[config.mk]
export PLATFORM = sky130hd
export DESIGN_NAME = g711_alaw_ulaw_codec
export DESIGN_NICKNAME = d
export VERILOG_FILES = /design/src/hw/rtl/g711c_pkg.sv /design/src/hw/rtl/g711_alaw_ulaw_codec.sv
export SDC_FILE = /design/constraint.sdc
export NUM_CORES = 1
export LEC_CHECK = 0
export BUFFER_PORTS_ARGS = -buffer_cell sky130_fd_sc_hd__buf_4
export CAP_MARGIN = 5
export CORE_MARGIN = 2
export CORE_UTILIZATION = 64
export CTS_CLUSTER_DIAMETER = 40
export DETAILED_ROUTE_END_ITERATION = 12
export PLACE_DENSITY = 0.81
export SLEW_MARGIN = 0
export SYNTH_ARGS = -nofsm -noshare
export SYNTH_HDL_FRONTEND = slang
export SYNTH_SLANG_ARGS = --single-unit
[constraint.sdc]
create_clock -name clk -period 8.81 [get_ports clk]
set_input_delay 0.881 -clock clk [delete_from_list [all_inputs] [get_ports clk]]
set_output_delay 0.881 -clock clk [all_outputs]
set_load 0.02 [all_outputs]
[src/hw/rtl/g711c_pkg.sv]
// Package for the G.711 A-law / mu-law codec.
// Holds the law and operation codes, the decoder, and the encoder threshold tables.
// Stands alone; used by g711_alaw_ulaw_codec.
package g711c_pkg;

	localparam logic LAW_MU = 1'b0;
	localparam logic LAW_A  = 1'b1;

	localparam logic FUNC_ENCODE = 1'b0;
	localparam logic FUNC_DECODE = 1'b1;

	localparam logic [7:0]  MU_MASK    = 8'hff;
	localparam logic [7:0]  A_MASK     = 8'hd5;
	localparam logic [7:0]  A_TOGGLE   = 8'h55;
	localparam logic [7:0]  MU_BIAS    = 8'h84;
	localparam logic [13:0] IDX_CENTRE = 14'd8192;

	localparam int NUM_CUTS = 127;
	localparam int CUT_W    = 13;

	// Encoder thresholds.
	// Entry i is the cut between positive levels i and i+1, on the 13-bit magnitude scale.
	typedef logic [NUM_CUTS-1:0][CUT_W-1:0] cut_tab_t;

	// Positive decoded level for code position i (0..127) under a law.
	function automatic int level(input logic law, input int i);
		int q;
		int s;
		q = i & 15;
		s = i >> 4;
		if (law == LAW_A) begin
			level = (s != 0) ? ((2 * q + 33) << (s + 2)) : ((2 * q + 1) << 3);
		end else begin
			level = (((q << 3) + 132) << s) - 132;
		end
	endfunction

	function automatic cut_tab_t build_cuts(input logic law);
		cut_tab_t tab;
		int       c;
		for (int i = 0; i < NUM_CUTS; i++) begin
			c = (level(law, i) + level(law, i + 1) + 4) >>> 3;
			tab[i] = c[CUT_W-1:0];
		end
		return tab;
	endfunction

	localparam cut_tab_t CUT_MU = build_cuts(LAW_MU);
	localparam cut_tab_t CUT_A  = build_cuts(LAW_A);

	// Expands one code byte to a linear sample.
	function automatic logic signed [15:0] expand(input logic law, input logic [7:0] code);
		logic [7:0]  u;
		logic [15:0] t;
		logic [15:0] mag;
		if (law == LAW_A) begin
			u = code ^ A_TOGGLE;
			if (u[6:4] != 3'd0) begin
				t = 16'({u[3:0], 1'b1} + 6'd32) << ({1'b0, u[6:4]} + 4'd2);
			end else begin
				t = 16'({u[3:0], 1'b1}) << 3;
			end
			expand = u[7] ? t : (16'd0 - t);
		end else begin
			u   = ~code;
			t   = 16'({u[3:0], 3'b000} + MU_BIAS) << u[6:4];
			mag = t - 16'(MU_BIAS);
			expand = u[7] ? (16'd0 - mag) : mag;
		end
	endfunction

endpackage

[src/hw/rtl/g711_alaw_ulaw_codec.sv]
// Top level of the G.711 A-law / mu-law codec: a three-stage pipeline.
// Depends on g711c_pkg for codes, the decoder function and the threshold tables.
//
//  Channel  | Direction | Signals                               | Word
//  ---------+-----------+---------------------------------------+----------------------------------
//  s_axis   | in        | tvalid, tready, tdata[23:0], tuser    | sample/code in, tuser = operation
//  m_axis   | out       | tvalid, tready, tdata[23:0]           | code and linear sample out
//  cfg      | in        | valid, ready, data                    | companding law
//
// The block takes one word per cycle while the output side does not stall; each word passes
// through the three pipeline registers (offset/magnitude, segment search, step search within
// the segment).
// Reset clears the valid bits and selects mu-law. All stages advance together whenever the
// last stage is empty or its word is taken, so a stall freezes the pipeline in place and
// an input word is taken in the same cycle that the output word leaves.
module g711_alaw_ulaw_codec (
	input  logic        clk,
	input  logic        arst_n,
	input  logic        s_axis_tvalid,
	output logic        s_axis_tready,
	input  logic [23:0] s_axis_tdata,   // [15:0] pcm_sample, [23:16] code_byte
	input  logic        s_axis_tuser,   // [0] func
	output logic        m_axis_tvalid,
	input  logic        m_axis_tready,
	output logic [23:0] m_axis_tdata,   // [7:0] code_out, [23:8] pcm_out
	input  logic        cfg_valid,
	output logic        cfg_ready,
	input  logic        cfg_data
);

	localparam int CW = g711c_pkg::CUT_W;

	logic law_q;

	// Stage registers.
	logic           v_s1, v_s2, v_s3;
	logic           func_s1, func_s2, func_s3;
	logic           law_s1, law_s2;
	logic           neg_s1, neg_s2, neg_s3;
	logic [CW-1:0]  j_s1, j_s2;
	logic [7:0]     code_s1;
	logic [2:0]     seg_s2;
	logic [15:0]    pcm_s2, pcm_s3;
	logic [7:0]     code_s3;

	logic           adv;
	logic [13:0]    idx;
	logic [13:0]    idx_fix;
	logic [13:0]    below;
	logic [CW-1:0]  j_in;
	logic           neg_in;
	logic [6:0]     seg_hits;
	logic [2:0]     seg_in;
	logic [14:0]    step_hits;
	logic [3:0]     step_in;
	logic [7:0]     mask_s2;
	logic [7:0]     code_in;
	g711c_pkg::cut_tab_t cuts_s1, cuts_s2;

	// The whole pipeline moves as one when the output register can be refilled.
	assign adv           = !v_s3 || m_axis_tready;
	assign s_axis_tready = adv;
	assign cfg_ready     = 1'b1;
	assign m_axis_tvalid = v_s3;
	assign m_axis_tdata  = {pcm_s3, code_s3};

	always_ff @(posedge clk or negedge arst_n) begin
		if (!arst_n) begin
			law_q <= g711c_pkg::LAW_MU;
		end else if (cfg_valid && cfg_ready) begin
			law_q <= cfg_data;
		end
	end

	// Stage 1: offset-binary index with the two low bits dropped, folded to a magnitude
	// around the centre. The lowest index takes the code of its neighbor.
	always_comb begin
		idx     = {~s_axis_tdata[15], s_axis_tdata[14:2]};
		idx_fix = (idx == 14'd0) ? 14'd1 : idx;
		below   = g711c_pkg::IDX_CENTRE - idx_fix;
		neg_in  = !idx_fix[13];
		j_in    = idx_fix[13] ? idx_fix[CW-1:0] : below[CW-1:0];
	end

	// Stage 2: pick the segment by comparing against the cut at the top of each segment.
	always_comb begin
		cuts_s1 = (law_s1 == g711c_pkg::LAW_A) ? g711c_pkg::CUT_A : g711c_pkg::CUT_MU;
		for (int k = 0; k < 7; k++) begin
			seg_hits[k] = cuts_s1[k * 16 + 15] <= j_s1;
		end
		seg_in = 3'($countones(seg_hits));
	end

	// Stage 3: count the cuts inside the chosen segment that the magnitude has passed.
	always_comb begin
		cuts_s2 = (law_s2 == g711c_pkg::LAW_A) ? g711c_pkg::CUT_A : g711c_pkg::CUT_MU;
		for (int m = 0; m < 15; m++) begin
			step_hits[m] = cuts_s2[{seg_s2, 4'(m)}] <= j_s2;
		end
		step_in = 4'($countones(step_hits));
		mask_s2 = (law_s2 == g711c_pkg::LAW_A) ? g711c_pkg::A_MASK : g711c_pkg::MU_MASK;
		code_in = {1'b0, seg_s2, step_in} ^ mask_s2 ^ {neg_s2, 7'd0};
	end

	always_ff @(posedge clk or negedge arst_n) begin
		if (!arst_n) begin
			v_s1 <= 1'b0;
			v_s2 <= 1'b0;
			v_s3 <= 1'b0;
		end else if (adv) begin
			v_s1 <= s_axis_tvalid;
			v_s2 <= v_s1;
			v_s3 <= v_s2;
		end
	end

	always_ff @(posedge clk) begin
		if (adv) begin
			func_s1 <= s_axis_tuser;
			law_s1  <= law_q;
			neg_s1  <= neg_in;
			j_s1    <= j_in;
			code_s1 <= s_axis_tdata[23:16];

			func_s2 <= func_s1;
			law_s2  <= law_s1;
			neg_s2  <= neg_s1;
			j_s2    <= j_s1;
			seg_s2  <= seg_in;
			pcm_s2  <= g711c_pkg::expand(law_s1, code_s1);

			func_s3 <= func_s2;
			neg_s3  <= neg_s2;
			code_s3 <= (func_s2 == g711c_pkg::FUNC_ENCODE) ? code_in : 8'd0;
			pcm_s3  <= (func_s2 == g711c_pkg::FUNC_DECODE) ? pcm_s2 : 16'd0;
		end
	end

	// A word accepted into a free-running pipeline reaches the output after three stages.
	a_latency: assert property (@(posedge clk) disable iff (!arst_n)
		(s_axis_tvalid && s_axis_tready) ##1 adv ##1 adv |=> m_axis_tvalid)
		else $error("accepted word did not reach the output in three stages");

	// Both laws keep the sign in the top code bit, inverted relative to the magnitude side.
	a_sign: assert property (@(posedge clk) disable iff (!arst_n)
		(m_axis_tvalid && func_s3 == g711c_pkg::FUNC_ENCODE) |-> (code_s3[7] == !neg_s3))
		else $error("encoded sign bit disagrees with sample sign");

	a_dec_zero: assert property (@(posedge clk) disable iff (!arst_n)
		(m_axis_tvalid && func_s3 == g711c_pkg::FUNC_DECODE) |-> (code_s3 == 8'd0))
		else $error("code field not cleared on a decode word");

	a_enc_zero: assert property (@(posedge clk) disable iff (!arst_n)
		(m_axis_tvalid && func_s3 == g711c_pkg::FUNC_ENCODE) |-> (pcm_s3 == 16'd0))
		else $error("sample field not cleared on an encode word");

endmodule

* After elaboration in Yosys (flattened, before gate mapping)
Index checks and enable logic that the tools add are counted.
Word-level totals: word-level logic and storage cells 134, input bits 31, register bits 87
Operators by class: add/subtract/negate cells 27, reduce and logical (&&, ||, !) cells 5, shift operators 2, bitwise gates (word level) 5, magnitude comparators 37, mux-type cells 41
Operators with widths (number):
- $mux 1647 | 1
- $mux 1456 | 1
- $bmux 13 s3 | 15
- $le 13x13->1 | 22
- $mux 13 | 16
- $lt 7x8->1 const B | 15
- $mux 16 | 6
- $sub 1x16->16 const A | 2
- $add 1x1->2 | 10
- $shl 7x4->16 | 1
- $shl 9x3->16 | 1
- $sub 16x8->16 const B | 1
- $logic_not 14->1 | 1
- $mux 14 | 1
- $sub 1x13->13 const A | 1
- $add 2x2->3 | 4
- $add 7x8->9 const B | 1
- $add 3x3->4 | 2
- $not 8->8 | 1
- $xor 7x8->8 | 1
- $xor 8x8->8 | 1
- $add 5x6->7 const B | 1
- $add 2x1->3 | 2
- $mux 6 | 1
- other kinds (8) | 9

* Logic depth before layout (Yosys ltp)
word-level depth 10, mapped depth 24, mapped depth without buffers 24

* Worst setup path after synthesis
OpenSTA, ideal clock, no wires.
kind register to register, start point register seg_s2[0], end point register code_s3[1] (data pin), slack 2.359 ns, stages on the path, launching flop included 22, arrival time 6.187 ns, buffers on the path 1, cell sequence edfxtp_1 > clkbuf_1 > inv_1 > ha_1 > nand2b_1 > a31oi_1 > ha_1 > a21o_1 > a21o_1 > a21oi_1 > o21a_1 > o21ai_0 > o311ai_0 > fa_1 > fa_1 > fa_1 > inv_1 > fa_1 > fa_1 > fa_1 > xnor2_1 > nor2_1
Between the ends: word-level cells in the longest chain between the ends 9, elaborated cells between the ends (all ways) 61, classes of those cells add/sub (14); order compare (15); mux (30); bitwise (2)
RTL lines:
- start, declared | RTL line g711_alaw_ulaw_codec.sv:42 | logic [2:0] seg_s2;
- start signal, assigned | RTL line g711_alaw_ulaw_codec.sv:129 | seg_s2 <= seg_in;
- $bmux 13 s3 | RTL line g711_alaw_ulaw_codec.sv:98 | step_hits[m] = cuts_s2[{seg_s2, 4'(m)}] <= j_s2;
- $mux 13 (implied by the code) | RTL line g711_alaw_ulaw_codec.sv:98
- $le 13x13->1 | RTL line g711_alaw_ulaw_codec.sv:98
- $add 1x1->2 (implied by the code) | RTL line g711_alaw_ulaw_codec.sv:100 | step_in = 4'($countones(step_hits));
- $add 2x2->3 (implied by the code) or $add 2x1->3 (tied branches) | RTL line g711_alaw_ulaw_codec.sv:100
- $add 3x3->4 (implied by the code) | RTL line g711_alaw_ulaw_codec.sv:100
- $add 4x4->4 (implied by the code) * | RTL line g711_alaw_ulaw_codec.sv:100
- $xor 7x8->8 * | RTL line g711_alaw_ulaw_codec.sv:102 | code_in = {1'b0, seg_s2, step_in} ^ mask_s2 ^ {neg_s2, 7'd0};
- $xor 8x8->8 * | RTL line g711_alaw_ulaw_codec.sv:102
- end signal, assigned | RTL line g711_alaw_ulaw_codec.sv:134 | code_s3 <= (func_s2 == g711c_pkg::FUNC_ENCODE) ? code_in : 8'd0;
- end, declared | RTL line g711_alaw_ulaw_codec.sv:44 | logic [7:0] code_s3;
Every way passes the cells marked *; elsewhere a longest branch is shown, timed or not. The select of a mux whose other input is x is not followed. A chain may end at the register's enable or synchronous reset.

* Worst setup path after layout
start point register seg_s2[1], end point register code_s3[1] (data pin)
The elaborated chain is that of the path after synthesis.

==> impl_metrics.ini <==
[clock_tree]
path_clk_slew_ns = 0.06
clk_latency_ns = 0.35
clk_path_buf_depth = 2
post_cts_buffers = 0
cts_resized = 0
hold_buffers = 0
cts_tree = yes
numCtsBuffers = 9
cts_max_level = 3
cts_sinks = 87
cts-root-buf = clkbuf_16

[cells_and_area]
antenna_cells = 0
final_area_um2 = 10900
nets = 1395
drive_above_1_share_pct = 9.82
layout_commonest_cell = ha_1
final_core_util_pct = 71.4
layout_common_cells = 163 x ha_1, 109 x a21oi_1, 107 x nand2_1, 88 x o21ai_0, 83 x edfxtp_1
area_growth_pct = 8.36

[critical_path]
rrSetupSlack_ns = 1.30
rr_worst_depth = 20
crit_path_end = code_s3[1]
timing.rr.start = seg_s2[1]
critical_path_class = flip-flop to flip-flop
worst-path-max-fanout = 27
cp_data_required_time_ns = 8.88
r2r-end = code_s3[1]
worstSetupStartpoint = seg_s2[1]
cp.arrival_ns = 7.58
crit_path_end_kind = flip-flop
start_kind = flip-flop

[yosys]
yosysWarnings = 0
syn-mean-instance-area_um2 = 8.68
ys_types = 86
synth_seq_cells = 87
synth.top_cell.area_share_pct = 24.8
synth_nets = 1367
syn_area_um2 = 10100
synth_cells = 1159
synth-main-ff-cell = edfxtp_1
async_reset_ff_share_pct = 4.60
yosysTopAreaCell = edfxtp_1
ys_seq_area_share_pct = 25.8
synthTopCellsByArea = edfxtp_1 25%, ha_1 20%, a21oi_1 5.4%
synth_edf_count = 83

[drt]
drt_pre_antenna_iters = 6
remaining_drc_errors = 0
antenna_left = 0
drt_iter0_drc = 860
vias = 9086
vias_per_cell = 6.48
wl_per_cell_um = 20.3
wl_um = 28500

[power]
finalPower_w = 0.00446
power_per_cell_area_nw_per_um2 = 409
total_leakage_power_nw = 4.91
vdd_drop_max_mv = 0.488

[grt]
grt_use_met3_pct = 6.73
grt.met2_usage_pct = 55.4
grt_usage_pct = 34.8
globalRoute.busiestLayer = met2
overflow = 0
grt_pass1_vias = 8615
antenna_found_initial = 0
grt_pass1_wl_um = 44700
grt_max_degree = 53
use_met1_pct = 45.9

[timing]
maxSlewHeadroom_pct = 32.5
rsz0062_at_grt = no
fin_crit_ns = 7.51
timing.hold.ws_ns = 0.317
worstMarginPinSlew_ns = 1.00
fmax_mhz = 133
drv_slew = 0
hold_viol = 0
min_period_over_period_pct = 85.2
fin_tns_setup_ns = 0
setup_viol = 0
skew_ns = 0.00785

[hold_path]
hp-class = input port to async pin

[floorplanning]
ios = 58
fp.coreArea_um2 = 15300
die_y_um = 129
initial_utilization_pct = 65.9
die_area_um2 = 16700
rows = 45
die_w_um = 129

[place]
port-buffer-count = 54
hpwl_um = 21400
dpl_cell_area_um2 = 10600
gp_congestion = 0.973

[status]
status = complete, no violations

[run]
max_cap_viol_count = 0
## critical path: stages (launching register included)
cell and delay, ns:
edfxtp_1 0.99, inv_1 0.60, ha_1 0.38, nor2_1 0.37
a21oi_1 0.13, ha_1 0.21, a21o_1 0.15, a21o_1 0.17
a21oi_1 0.14, o21a_1 0.14, o21ai_0 0.08, o311ai_0 0.50
fa_1 0.56, fa_1 0.52, fa_1 0.54, inv_1 0.06
fa_1 0.52, fa_1 0.48, fa_1 0.52, xnor2_1 0.12
nor2_1 0.05
## cell usage after synthesis (all sizes together) (8+ instances only)
master,count
nand2,107
a21oi,109
nor2,72
edfxtp,83
nand3,29
nand2b,21
a31oi,11
xnor2,26
nor4,9
nor2b,14
a21o,34
a211oi,8
xor2,10
o31ai,8
clkbuf,32
o21a,15
buf,21
o21ai,92
mux2i,9
nand4,24
ha,163
fa,14
inv,63
nor3,16
and2,34
and3,20
o211ai,8
## report_power, final
group	switching, W	internal (W)	total [W]	leakage [nW]
registers	0.0000737	0.000647	0.000720	0.892
logic	0.00196	0.00138	0.00335	3.88
clock network	0.000162	0.000227	0.000389	0.138
## how the worst min path moves through the flow
stage                       start       endpoint  slack (ns)  depth (start not counted)
after floorplan           func_s1        func_s2        0.40                          0
after global placement     neg_s1         neg_s2        0.40                          0
after detailed placement   neg_s1         neg_s2        0.41                          0
after CTS                  arst_n  m_axis_tvalid        0.31                          1
after global routing       arst_n           v_s1        0.31                          1
final                      arst_n           v_s2        0.32                          1
## layer usage
layer	part of all wire, %	up-vias
li1	-	4333
met1	41	4193
met2	45	472
met3	9.3	88
met4	4.6	0
met5	0	-
## logic make-up (layout without fill, tap and decap cells)
logic type | Yosys count | in the layout | synth area share (%)
buffers and inverters | 117 | 150 | 4.94
multiplexers | 13 | 13 | 1.47
adder cells (fa/ha/maj) | 177 | 177 | 23.1
XOR/XNOR | 36 | 36 | 3.14
AO/OA/AOI/OAI | 350 | 350 | 22.3
other | 1 | 1 | 0.0373
AND/OR/NAND/NOR | 378 | 378 | 19.3
flip-flops | 87 | 87 | 25.8
## metrics by stage
step	setup slack [ns]	instances
final	1.30	1403
after global routing	0.981	1403
after CTS	1.41	1403
after detailed placement	1.43	1387
after global placement	1.66	1387
after floorplan	2.36	1159
## sequential cells by signal, summed over array words and instances (netlist names), 3 cells and up
signal / count
code_s3: 8
pcm_s3: 16
pcm_s2: 16
code_s1: 8
j_s1: 13
j_s2: 13
seg_s2: 3
## cell type report
type | count | area, um^2
Clock inverter | 5 | 57.6
Timing Repair Buffer | 70 | 526
Fill cell | 1201 | 4360
Sequential cell | 87 | 2590
Clock buffer | 11 | 243
Multi-Input combinational cell | 955 | 6970
Inverter | 64 | 240
Tap cell | 211 | 264
(Power assumes the default switching activity.)
